===== src/hw/rtl/kdll_pkg.sv =====
`timescale 1ns / 1ps
// ----------------------------------------------------------------------------
// kdll_pkg: shared types and constants of the keyed linked list
// Key width, opcode names and the request bundle for one link table.
// ----------------------------------------------------------------------------
package kdll_pkg;

  localparam int KeyW        = 7;
  localparam int MaxKeysDef  = 64;

  typedef enum logic [1:0] {
    OP_START   = 2'd0,
    OP_INSERT  = 2'd1,
    OP_REMOVE  = 2'd2,
    OP_READOUT = 2'd3
  } op_e;

  // one read and one write on a link table in a cycle
  typedef struct packed {
    logic            rd_en;
    logic [KeyW-1:0] rd_addr;
    logic            wr_en;
    logic [KeyW-1:0] wr_addr;
    logic [KeyW-1:0] wr_data;
  } link_req_t;

endpackage


===== src/hw/rtl/kdll_link_mem.sv =====
`timescale 1ns / 1ps
// ----------------------------------------------------------------------------
// kdll_link_mem: one link table
// Memory indexed by key with registered read data; per-entry valid bits make
// entries never written since reset read as zero.
// ----------------------------------------------------------------------------
module kdll_link_mem #(
  parameter int MAX_KEYS = kdll_pkg::MaxKeysDef
) (
  input  logic                     clk_i,
  input  logic                     rst_ni,
  input  kdll_pkg::link_req_t      req_i,
  output logic [kdll_pkg::KeyW-1:0] rdata_o
);

  localparam int Depth = MAX_KEYS + 1;
  localparam int AddrW = $clog2(Depth);

  logic [kdll_pkg::KeyW-1:0] mem [Depth];
  logic [Depth-1:0]          vld_q;
  logic [kdll_pkg::KeyW-1:0] rdata_q;
  logic                      rvld_q;

  always_ff @(posedge clk_i) begin
    if (req_i.wr_en) begin
      mem[req_i.wr_addr[AddrW-1:0]] <= req_i.wr_data;
    end
    if (req_i.rd_en) begin
      rdata_q <= mem[req_i.rd_addr[AddrW-1:0]];
    end
  end

  always_ff @(posedge clk_i or negedge rst_ni) begin
    if (!rst_ni) begin
      vld_q  <= '0;
      rvld_q <= 1'b0;
    end else begin
      if (req_i.wr_en) begin
        vld_q[req_i.wr_addr[AddrW-1:0]] <= 1'b1;
      end
      if (req_i.rd_en) begin
        rvld_q <= vld_q[req_i.rd_addr[AddrW-1:0]];
      end
    end
  end

  // unwritten entries read as "no link"
  assign rdata_o = rvld_q ? rdata_q : '0;

endmodule


===== src/hw/rtl/keyed_doubly_linked_list.sv =====
`timescale 1ns / 1ps
// ----------------------------------------------------------------------------
// keyed_doubly_linked_list: ordered list of distinct keys with link tables
// Start, insert-after, remove and readout requests on a doubly linked list.
// ----------------------------------------------------------------------------
// Keys 1..MAX_KEYS live in two link tables (successor and predecessor, each a
// memory indexed by key with one read and one write port) plus a head register;
// key 0 means "none". A start request is done in the accept state. Insert and
// remove each pass through the accept state, a read of the links of key_a, then
// dependent table writes in the LINK and FIX or CLR states. A readout walk
// issues one successor read per cycle while the output register is free, on
// the single read port of the successor table; each element shows on the
// output the cycle after it is walked, and the walk stalls while the output
// register is full. An empty list emits nothing and the sequencer stays
// idle. Tables clear at reset through per-entry valid bits, so there is no
// clearing pass. Requests are taken only while the sequencer is idle; a
// finished element may still be waiting in the output register when the
// next request is taken.
// ----------------------------------------------------------------------------
module keyed_doubly_linked_list #(
  parameter int MAX_KEYS = kdll_pkg::MaxKeysDef
) (
  input  logic        clk_i,
  input  logic        rst_ni,
  // request side
  input  logic        s_axis_tvalid_i,
  output logic        s_axis_tready_o,
  input  logic [15:0] s_axis_tdata_i,   // [6:0] key_a, [13:7] key_b, [15:14] zero
  input  logic [1:0]  s_axis_tuser_i,   // [1:0] operation
  // element side
  output logic        m_axis_tvalid_o,
  input  logic        m_axis_tready_i,
  output logic [7:0]  m_axis_tdata_o,   // [6:0] element, [7] zero
  output logic        m_axis_tlast_o    // last element of the readout
);

  localparam int KeyW = kdll_pkg::KeyW;
  localparam int CntW = (MAX_KEYS > 2) ? $clog2(MAX_KEYS) : 1;

  // sequencer states, one-hot
  typedef enum logic [7:0] {
    ST_IDLE     = 8'b0000_0001,
    ST_INS_RD   = 8'b0000_0010,
    ST_INS_LINK = 8'b0000_0100,
    ST_INS_FIX  = 8'b0000_1000,
    ST_REM_RD   = 8'b0001_0000,
    ST_REM_LINK = 8'b0010_0000,
    ST_REM_CLR  = 8'b0100_0000,
    ST_WALK     = 8'b1000_0000
  } state_e;

  state_e              state_q, state_d;
  logic [KeyW-1:0]     head_q, head_d;
  logic [KeyW-1:0]     key_a_q, key_b_q;
  logic [KeyW-1:0]     pos_q, pos_d;
  logic [CntW-1:0]     cnt_q, cnt_d;
  logic                out_valid_q, out_valid_d;
  logic [KeyW-1:0]     elem_q, elem_d;
  logic                last_q, last_d;

  kdll_pkg::link_req_t next_req, prev_req;
  logic [KeyW-1:0]     next_rdata, prev_rdata;

  kdll_pkg::op_e       op_in;
  logic [KeyW-1:0]     key_a_in, key_b_in;
  logic                req_take;
  logic                out_free;
  logic                walk_last;
  logic                a_ok, b_ok;

  assign op_in    = kdll_pkg::op_e'(s_axis_tuser_i);
  assign key_a_in = s_axis_tdata_i[6:0];
  assign key_b_in = s_axis_tdata_i[13:7];

  assign s_axis_tready_o = (state_q == ST_IDLE);
  assign req_take        = s_axis_tvalid_i && s_axis_tready_o;
  assign out_free        = !out_valid_q || m_axis_tready_i;

  assign a_ok = (key_a_in != '0) && (key_a_in <= KeyW'(MAX_KEYS));
  assign b_ok = (key_b_in != '0) && (key_b_in <= KeyW'(MAX_KEYS));

  // end the walk on a null successor or once MAX_KEYS elements went out
  assign walk_last = (next_rdata == '0) || (cnt_q == CntW'(MAX_KEYS - 1));

  kdll_link_mem #(.MAX_KEYS(MAX_KEYS)) u_next (
    .clk_i  (clk_i),
    .rst_ni (rst_ni),
    .req_i  (next_req),
    .rdata_o(next_rdata)
  );

  kdll_link_mem #(.MAX_KEYS(MAX_KEYS)) u_prev (
    .clk_i  (clk_i),
    .rst_ni (rst_ni),
    .req_i  (prev_req),
    .rdata_o(prev_rdata)
  );

  always_comb begin
    state_d     = state_q;
    head_d      = head_q;
    pos_d       = pos_q;
    cnt_d       = cnt_q;
    elem_d      = elem_q;
    last_d      = last_q;
    out_valid_d = out_valid_q && !m_axis_tready_i;
    next_req    = '0;
    prev_req    = '0;

    unique case (state_q)
      ST_IDLE: begin
        if (req_take) begin
          case (op_in)
            kdll_pkg::OP_START: begin
              // out-of-range keys leave the head alone
              if (key_a_in <= KeyW'(MAX_KEYS)) begin
                head_d = key_a_in;
              end
            end
            kdll_pkg::OP_INSERT: begin
              if (a_ok && b_ok && (key_a_in != key_b_in)) begin
                state_d = ST_INS_RD;
              end
            end
            kdll_pkg::OP_REMOVE: begin
              if (a_ok) begin
                state_d = ST_REM_RD;
              end
            end
            default: begin
              // readout: fetch the successor of the head
              if (head_q != '0) begin
                next_req.rd_en   = 1'b1;
                next_req.rd_addr = head_q;
                pos_d            = head_q;
                cnt_d            = '0;
                state_d          = ST_WALK;
              end
            end
          endcase
        end
      end

      ST_INS_RD: begin
        // prev[b] = a, fetch next[a]
        next_req.rd_en   = 1'b1;
        next_req.rd_addr = key_a_q;
        prev_req.wr_en   = 1'b1;
        prev_req.wr_addr = key_b_q;
        prev_req.wr_data = key_a_q;
        state_d          = ST_INS_LINK;
      end

      ST_INS_LINK: begin
        if (next_rdata != '0) begin
          next_req.wr_en   = 1'b1;
          next_req.wr_addr = key_b_q;
          next_req.wr_data = next_rdata;
          prev_req.wr_en   = 1'b1;
          prev_req.wr_addr = next_rdata;
          prev_req.wr_data = key_b_q;
        end
        state_d = ST_INS_FIX;
      end

      ST_INS_FIX: begin
        next_req.wr_en   = 1'b1;
        next_req.wr_addr = key_a_q;
        next_req.wr_data = key_b_q;
        state_d          = ST_IDLE;
      end

      ST_REM_RD: begin
        next_req.rd_en   = 1'b1;
        next_req.rd_addr = key_a_q;
        prev_req.rd_en   = 1'b1;
        prev_req.rd_addr = key_a_q;
        state_d          = ST_REM_LINK;
      end

      ST_REM_LINK: begin
        // repair the neighbours; a lone element keeps the head
        if (prev_rdata != '0) begin
          next_req.wr_en   = 1'b1;
          next_req.wr_addr = prev_rdata;
          next_req.wr_data = next_rdata;
        end
        if (next_rdata != '0) begin
          prev_req.wr_en   = 1'b1;
          prev_req.wr_addr = next_rdata;
          prev_req.wr_data = prev_rdata;
          if (prev_rdata == '0) begin
            head_d = next_rdata;
          end
        end
        state_d = ST_REM_CLR;
      end

      ST_REM_CLR: begin
        next_req.wr_en   = 1'b1;
        next_req.wr_addr = key_a_q;
        prev_req.wr_en   = 1'b1;
        prev_req.wr_addr = key_a_q;
        state_d          = ST_IDLE;
      end

      ST_WALK: begin
        // emit the current key and fetch the next one in the same cycle
        if (out_free) begin
          out_valid_d = 1'b1;
          elem_d      = pos_q;
          last_d      = walk_last;
          if (walk_last) begin
            state_d = ST_IDLE;
          end else begin
            next_req.rd_en   = 1'b1;
            next_req.rd_addr = next_rdata;
            pos_d            = next_rdata;
            cnt_d            = cnt_q + 1'b1;
          end
        end
      end

      default: begin
        state_d = ST_IDLE;
      end
    endcase
  end

  always_ff @(posedge clk_i or negedge rst_ni) begin
    if (!rst_ni) begin
      state_q     <= ST_IDLE;
      head_q      <= '0;
      out_valid_q <= 1'b0;
      cnt_q       <= '0;
    end else begin
      state_q     <= state_d;
      head_q      <= head_d;
      out_valid_q <= out_valid_d;
      cnt_q       <= cnt_d;
    end
  end

  // hold the request keys and walk position
  always_ff @(posedge clk_i) begin
    if (req_take) begin
      key_a_q <= key_a_in;
      key_b_q <= key_b_in;
    end
    pos_q  <= pos_d;
    elem_q <= elem_d;
    last_q <= last_d;
  end

  assign m_axis_tvalid_o = out_valid_q;
  assign m_axis_tdata_o  = {1'b0, elem_q};
  assign m_axis_tlast_o  = last_q;

  // -------------------------------------------------------------------------
  // Assertions
  // -------------------------------------------------------------------------
  a_head_in_range: assert property (@(posedge clk_i) disable iff (!rst_ni)
    head_q <= KeyW'(MAX_KEYS))
    else $error("head key beyond key range");

  a_elem_nonzero: assert property (@(posedge clk_i) disable iff (!rst_ni)
    m_axis_tvalid_o |-> (m_axis_tdata_o[6:0] != '0))
    else $error("null key emitted");

  // an element of an earlier run may still wait in the output register
  a_empty_readout: assert property (@(posedge clk_i) disable iff (!rst_ni)
    (req_take && (op_in == kdll_pkg::OP_READOUT) && (head_q == '0))
      |=> (state_q == ST_IDLE))
    else $error("readout of empty list started a walk");

  a_walk_ends: assert property (@(posedge clk_i) disable iff (!rst_ni)
    ((state_q == ST_WALK) && out_free && walk_last)
      |=> (state_q == ST_IDLE) && m_axis_tlast_o && m_axis_tvalid_o)
    else $error("walk did not end after its last element");

endmodule


===== config.mk =====
export PLATFORM = sky130hd
export DESIGN_NAME = keyed_doubly_linked_list
export DESIGN_NICKNAME = d
export VERILOG_FILES = /design/src/hw/rtl/kdll_pkg.sv /design/src/hw/rtl/kdll_link_mem.sv /design/src/hw/rtl/keyed_doubly_linked_list.sv
export SDC_FILE = /design/constraint.sdc
export NUM_CORES = 2
export LEC_CHECK = 0
export BUFFER_PORTS_ARGS = -buffer_cell sky130_fd_sc_hd__buf_2
export CORE_MARGIN = 3
export CORE_UTILIZATION = 35
export CTS_BUF_LIST = sky130_fd_sc_hd__clkbuf_4
export DETAILED_ROUTE_END_ITERATION = 6
export HOLD_SLACK_MARGIN = 0.03
export PLACE_DENSITY = 0.54
export RECOVER_POWER = 100
export SETUP_SLACK_MARGIN = 0.02
export SYNTH_ARGS = -nofsm -noshare
export SYNTH_HDL_FRONTEND = slang
export SYNTH_SLANG_ARGS = --single-unit

===== constraint.sdc =====
create_clock -name clk_i -period 6.16 [get_ports clk_i]
set_clock_uncertainty 0.05 [all_clocks]
set_input_delay 0.924 -clock clk_i [delete_from_list [all_inputs] [get_ports clk_i]]
set_output_delay 0.924 -clock clk_i [all_outputs]
set_load 0.05 [all_outputs]

# Word level (Yosys, flattened, before mapping)
# Memory sizes are Yosys's and may differ from the RTL's. A register that Yosys moved wholly into a read port is not among the register bits.
# Cells that the tools add are included.
# W data, S select, Z words.
totals:
  out_inout_bits: 11
  ramBits: 910
  memories: 2
  word_cells: 138
  regBits: 183
memory_table:
  columns: ["name", "words", "width", "read_ports", "rd_clocked_by_memory_dff", "write_ports", "line_no", "source"]
  rows:
  - ["u_next.mem", 65, 7, 1, 1, 1, "kdll_link_mem.sv:19", "logic [kdll_pkg::KeyW-1:0] mem [Depth];"]
  - ["u_prev.mem", 65, 7, 1, 1, 1, "kdll_link_mem.sv:19", null]
classes:
  bitwise_logic: 2
  eq_ne: 26
  n_addsub: 1
  order_cmp: 8
  n_reduce_logical: 29
  mux: 57
ops:
  columns: ["cell", "count"]
  rows:
  - ["$or A65 B65 Y65", 2]
  - ["$mux W8", 12]
  - ["$mux W7", 12]
  - ["$pmux W8 S3", 3]
  - ["$mux W15", 4]
  - ["$pmux W8 S6", 1]
  - ["$pmux W7 S3", 2]
  - ["$reduce_bool A7 Y1", 5]
  - ["$lt A7 B8 Y1 const B", 4]
  - ["$pmux W8 S4", 1]
  - ["$mux W6", 5]
  - ["$pmux W7 S2", 2]
  - ["$bmux W1 S7", 2]
  - ["$demux W1 S7", 2]
  - ["$ge A7 B1 Y1 const B", 2]
  - ["$le A7 B7 Y1 const B", 2]
  - ["$logic_not A7 Y1", 2]
  - ["$ne A2 B2 Y1 const B", 7]
  - ["$pmux W6 S2", 1]
  - ["$reduce_and A6 Y1", 2]
  - ["$mux W1", 10]
  - ["$eq A8 B1 Y1 const B", 1]
  - ["$eq A8 B2 Y1 const B", 1]
  - ["$eq A8 B3 Y1 const B", 1]
  - ["other kinds (22)", 37]

# Longest topological paths before layout
depth:
  depth_word: 9
  depth_mapped: 15
  mapped_depth_nobuf: 12

# By module
# From an unflattened synthesis, not the netlist that was laid out.
hier_totals:
  hier_cells: 2411
  hier_area_um2: 44695.4
modules_own_cells:
  columns: ["mod", "area_per_inst_um2", "seq_area_each_um2", "instances", "cells_per_inst"]
  rows:
  - ["kdll_link_mem at u_next", 20927.6, 15524.9, 1, 1053]
  - ["kdll_link_mem at u_prev", 20714.9, 15524.9, 1, 1054]
  - ["keyed_doubly_linked_list", 3052.9, 1422.6, 1, 304]

# Worst setup path after synthesis
# OpenSTA, ideal clock, no wires.
synth_path:
  kind: "register to register"
  start: "reg state_q[3]"
  end: "mem u_prev.mem[0][0] in the netlist's numbering (data pin)"
  path_stages_with_launch: 6
  path_buffers: 0
  path_slack_ps: 946
  period_less_slack_ps: 5214
  arrival_time_ps: 4435
  required_ps: 5381
  cell_sequence: "dfrtp_1 nor4_2 nand4b_1 nor2_1 nand2_1 o31ai_1"
synth_lines:
  columns: ["item", "line_no", "source"]
  rows:
  - ["start, declared", "keyed_doubly_linked_list.sv:52", "state_e state_q, state_d;"]
  - ["start signal, assigned", "keyed_doubly_linked_list.sv:237", "state_q <= state_d;"]
  - ["end, declared", "kdll_link_mem.sv:19", null]

# Final worst setup path
layout_path:
  start: "reg state_q[1]"
  end: "reg u_next.rdata_q[5] in the netlist's numbering (read register of u_next.mem) (data pin)"
layout_between:
  elab_chain_len: 4
  word_cells_on_any_way: 8
layout_lines:
  columns: ["item", "line_no", "source"]
  rows:
  - ["$eq A8 B1 Y1", "keyed_doubly_linked_list.sv:75, keyed_doubly_linked_list.sv:110", null]
  - ["$logic_and A1 B1 Y1", "keyed_doubly_linked_list.sv:76", "assign req_take = s_axis_tvalid_i && s_axis_tready_o;"]
  - ["$mux W8", "keyed_doubly_linked_list.sv:112", "if (req_take) begin"]
  - ["$pmux W8 S3 (*)", "keyed_doubly_linked_list.sv:110", "unique case (state_q)"]
  - ["end, declared", "kdll_link_mem.sv:21", "logic [kdll_pkg::KeyW-1:0] rdata_q;"]
# Mark *: on every way between the ends. The rest lies on a longest branch, timed or not.
# A chain may end at the register's enable or synchronous reset.

==> flow_summary.toml <==
[final_layout]
area.sequential_mm2 = 0.0325
syn2layout_area_growth_pct = 13.4
nets = 3324
multiInputGateArea_mm2 = 0.0126
drive_above_1_share_pct = 22.2
fill_cells = 12046

[route]
finalWirelength_um = 122000
viasPerCell = 5.30
dr_total_vias = 27735
wl_per_cell_um = 23.4
drtAntennaViolNets = 0
firstDrtPassIters = 6
drtIter0Drc = 2379
route.detailed.drc = 0

[synth]
postSynthAreaPerCell_um2 = 15.1
synth_edf_count = 953
ys_seq_area_share_pct = 71.0
ys.flop_type = "edfxtp_1"
ys.warnings.count = 0
syn_area_mm2 = 0.0457
synth_cell_types = 80
syn_nets = 3061
ys_ff_latch = 1107
ys_async_sr_fraction_pct = 13.9
syn_inst = 3033

[timing]
max_slew_margin_pct = -151
maxSlewViolCount = 483
rsz0062_at_grt = "false"
min_period_ns = 5.33
tightest_slew_ns = 3.77
post-route-period-util_pct = 86.5
setup_viol = 0
setup-tns-final_ns = 0
finalHoldViolCount = 0
max_freq_mhz = 188
layout_setup_ws_ns = 0.833

[power_and_ir_drop]
vdd_drop_max_mv = 0.123
powerDensity_mw_per_mm2 = 316
p_leak_uw = 0.0187

[clocking]
cts_tree = "built"
cts_inserted_buffers = 295
clock_latency_ns = 1.17
cts_resized = 0
root_buffer = "clkbuf_4"
clk_pin_slew_ns = 0.06
cts_htree_levels = 5
clock-sinks = 1107
clock_path_buffers = 4

[setup_path]
cp_max_fo = 45
crit_chain = "nor4_1, o2111ai_2, nor2_1, a221o_4, clkbuf_2, mux2i_1, o21ai_0, o221ai_1, a211oi_1, nor3_1"
endpoint_kind = "flop"
crit_type = "flop to flop"
arrival_ns = 6.13
crit_buf_inv = 1
max_stage_delay_ns = 0.75
worst_setup_path_start_kind = "flop"
crit_slowest_cell = "a221o_4"
crit_family = "compound AO/OA/AOI/OAI gates"
crit_required_ns = 6.97

[place]
dpl.hpwl_um = 75400
gp_congestion = 0.886
port_buffers = 29
pre_cts_slack_ns = 1.34

[floorplanning]
die_area_mm2 = 0.135
core-area_mm2 = 0.129
rows = 131
io_pins = 33
floorplan.die.width_um = 367
die_y_um = 367
initial_core_util_pct = 35.5

[grt]
grt_antenna_before_repair = 5
grt_usage_pct = 17.9
grt-ovfl-total = 0
grt_pass1_vias = 27691
grt_pass1_wl_um = 181000
grt_max_degree = 134

[hold_path]
worst_hold_path_type = "input pin to flop"

[outcome]
status = "finished, violations left"
violations = "capacitance limit, slew limit"

[flow_run]
maxCapViolCount = 12
final cells by class:
cell class / count / area share, %
inverter: 14 / 0.101
timing repair buffer: 129 / 1.74
antenna: 2 / 0.00965
tap: 1729 / 4.17
clock buffer: 451 / 6.53
clock inverter: 49 / 0.521
multi-input combinational: 1749 / 24.3
sequential: 1107 / 62.6
routing by layer:
layer  vias to the layer above  GRT usage [%]  share of wire (%)
met5                         -              0              0.022
met4                         4           5.88                2.4
met3                       203           4.44                7.0
met2                      1064           27.0                 45
met1                     14055           25.4                 46
li1                      12409              -                  -
cells in the mapped netlist, drive strengths merged, types with 20 or more instances:
| cell type | count | area (µm²) |
|---|---|---|
| nand2 | 262 | 983 |
| nor3 | 86 | 435 |
| nand3 | 109 | 546 |
| a21oi | 81 | 409 |
| a31oi | 27 | 169 |
| edfxtp | 953 | 28600 |
| a211oi | 21 | 158 |
| mux2i | 345 | 3450 |
| o21ai | 71 | 355 |
| mux4 | 65 | 1460 |
| dfrtp | 153 | 3830 |
| o211ai | 62 | 465 |
| or2 | 132 | 826 |
| clkbuf | 87 | 327 |
| nand4 | 20 | 125 |
| nor2 | 200 | 753 |
| buf | 76 | 383 |
| mux2 | 36 | 405 |
where the power goes:
part	total (µW)	switching [µW]	internal (µW)
Sequential	8400	186	8210
Clock	6320	2880	3440
Combinational	1680	1150	530
Total	16400	4210	12200
final timing paths:
check | startpoint | endpoint | slack, ns | cells after the start
max | state_q[1] | u_next.rdata_q[5] | 0.83 | 10
min | m_axis_tready_i | m_axis_tvalid_o | 0.21 | 3
max reg2reg | state_q[1] | u_next.rdata_q[5] | 0.83 | 10
min reg2reg | pos_q[0] | elem_q[0] | 0.37 | 0
max in group asynchronous | rst_ni | u_next.vld_q[62] | 1.35 | 3
min in group asynchronous | rst_ni | u_prev.vld_q[17] | 0.34 | 2
flip-flops by register name, indices dropped and copies added (netlist names), 6 cells and up:
signal          cells
key_a_q             7
pos_q               7
key_b_q             7
state_q             8
head_q              7
u_next.rdata_q      7
u_next.mem        455
u_next.vld_q       65
cnt_q               6
u_prev.mem        455
elem_q              7
u_prev.vld_q       65
u_prev.rdata_q      7
worst register-to-register path, stage by stage, from the launching register on:
cell and delay [ns]:
dfrtp_1 0.48, nor4_1 0.61, o2111ai_2 0.69, nor2_1 0.32, a221o_4 0.75, clkbuf_2 0.75, mux2i_1 0.20, o21ai_0 0.49
o221ai_1 0.28, a211oi_1 0.32, nor3_1 0.11
placed cells by master, fill, tap and decap left out, types with 10 or more instances in the layout:
cell	instances
buf_4	55
o2111ai_1	11
mux4_2	65
mux2_2	36
nand2_1	259
clkbuf_1	38
clkinv_1	37
nor3_1	86
nor2b_1	11
or2_2	110
nand3_1	109
edfxtp_1	953
nor4_1	12
mux2i_1	345
nand4_1	20
o211ai_1	62
or2_1	22
a211oi_1	21
clkbuf_4	451
inv_1	14
a221oi_1	10
dfrtp_1	153
nor2_1	200
a31oi_1	27
and3_1	12
a21oi_1	81
o31ai_1	10
dlygate4sd3_1	16
o21ai_0	62
kinds of logic after synthesis:
family                     share of synthesized area, %
DFF                                                71.0
and+or+nand+nor                                    9.30
muxes                                              11.6
AOI/OAI and AO/OA                                  5.99
buffers and inverters                              1.67
xor gates and xnor gates                          0.230
adders and majority gates                         0.164
other                                           0.00820
metrics by stage:
stage / hold slack, ns / instances / utilization (%) / power, µW / instance area (µm²)
2_1_floorplan: 0.350 / 3033 / - / 9530 / 45700
3_3_place_gp: 0.358 / 4712 / 37.5 / 10200 / 48200
3_5_place_dp: 0.357 / 4712 / 37.5 / 10200 / 48200
4_1_cts: 0.0417 / 5228 / 40.5 / 16600 / 52100
5_1_grt: 0.120 / 5229 / 40.3 / 17100 / 51900
6_report: 0.210 / 5230 / 40.3 / 16400 / 51900
what timing repair did:
item	in CTS	in global routing
hold buffers	16	0
hold endpoints to repair	103	0
buffers inserted	0	0
(Power assumes the default switching activity.)
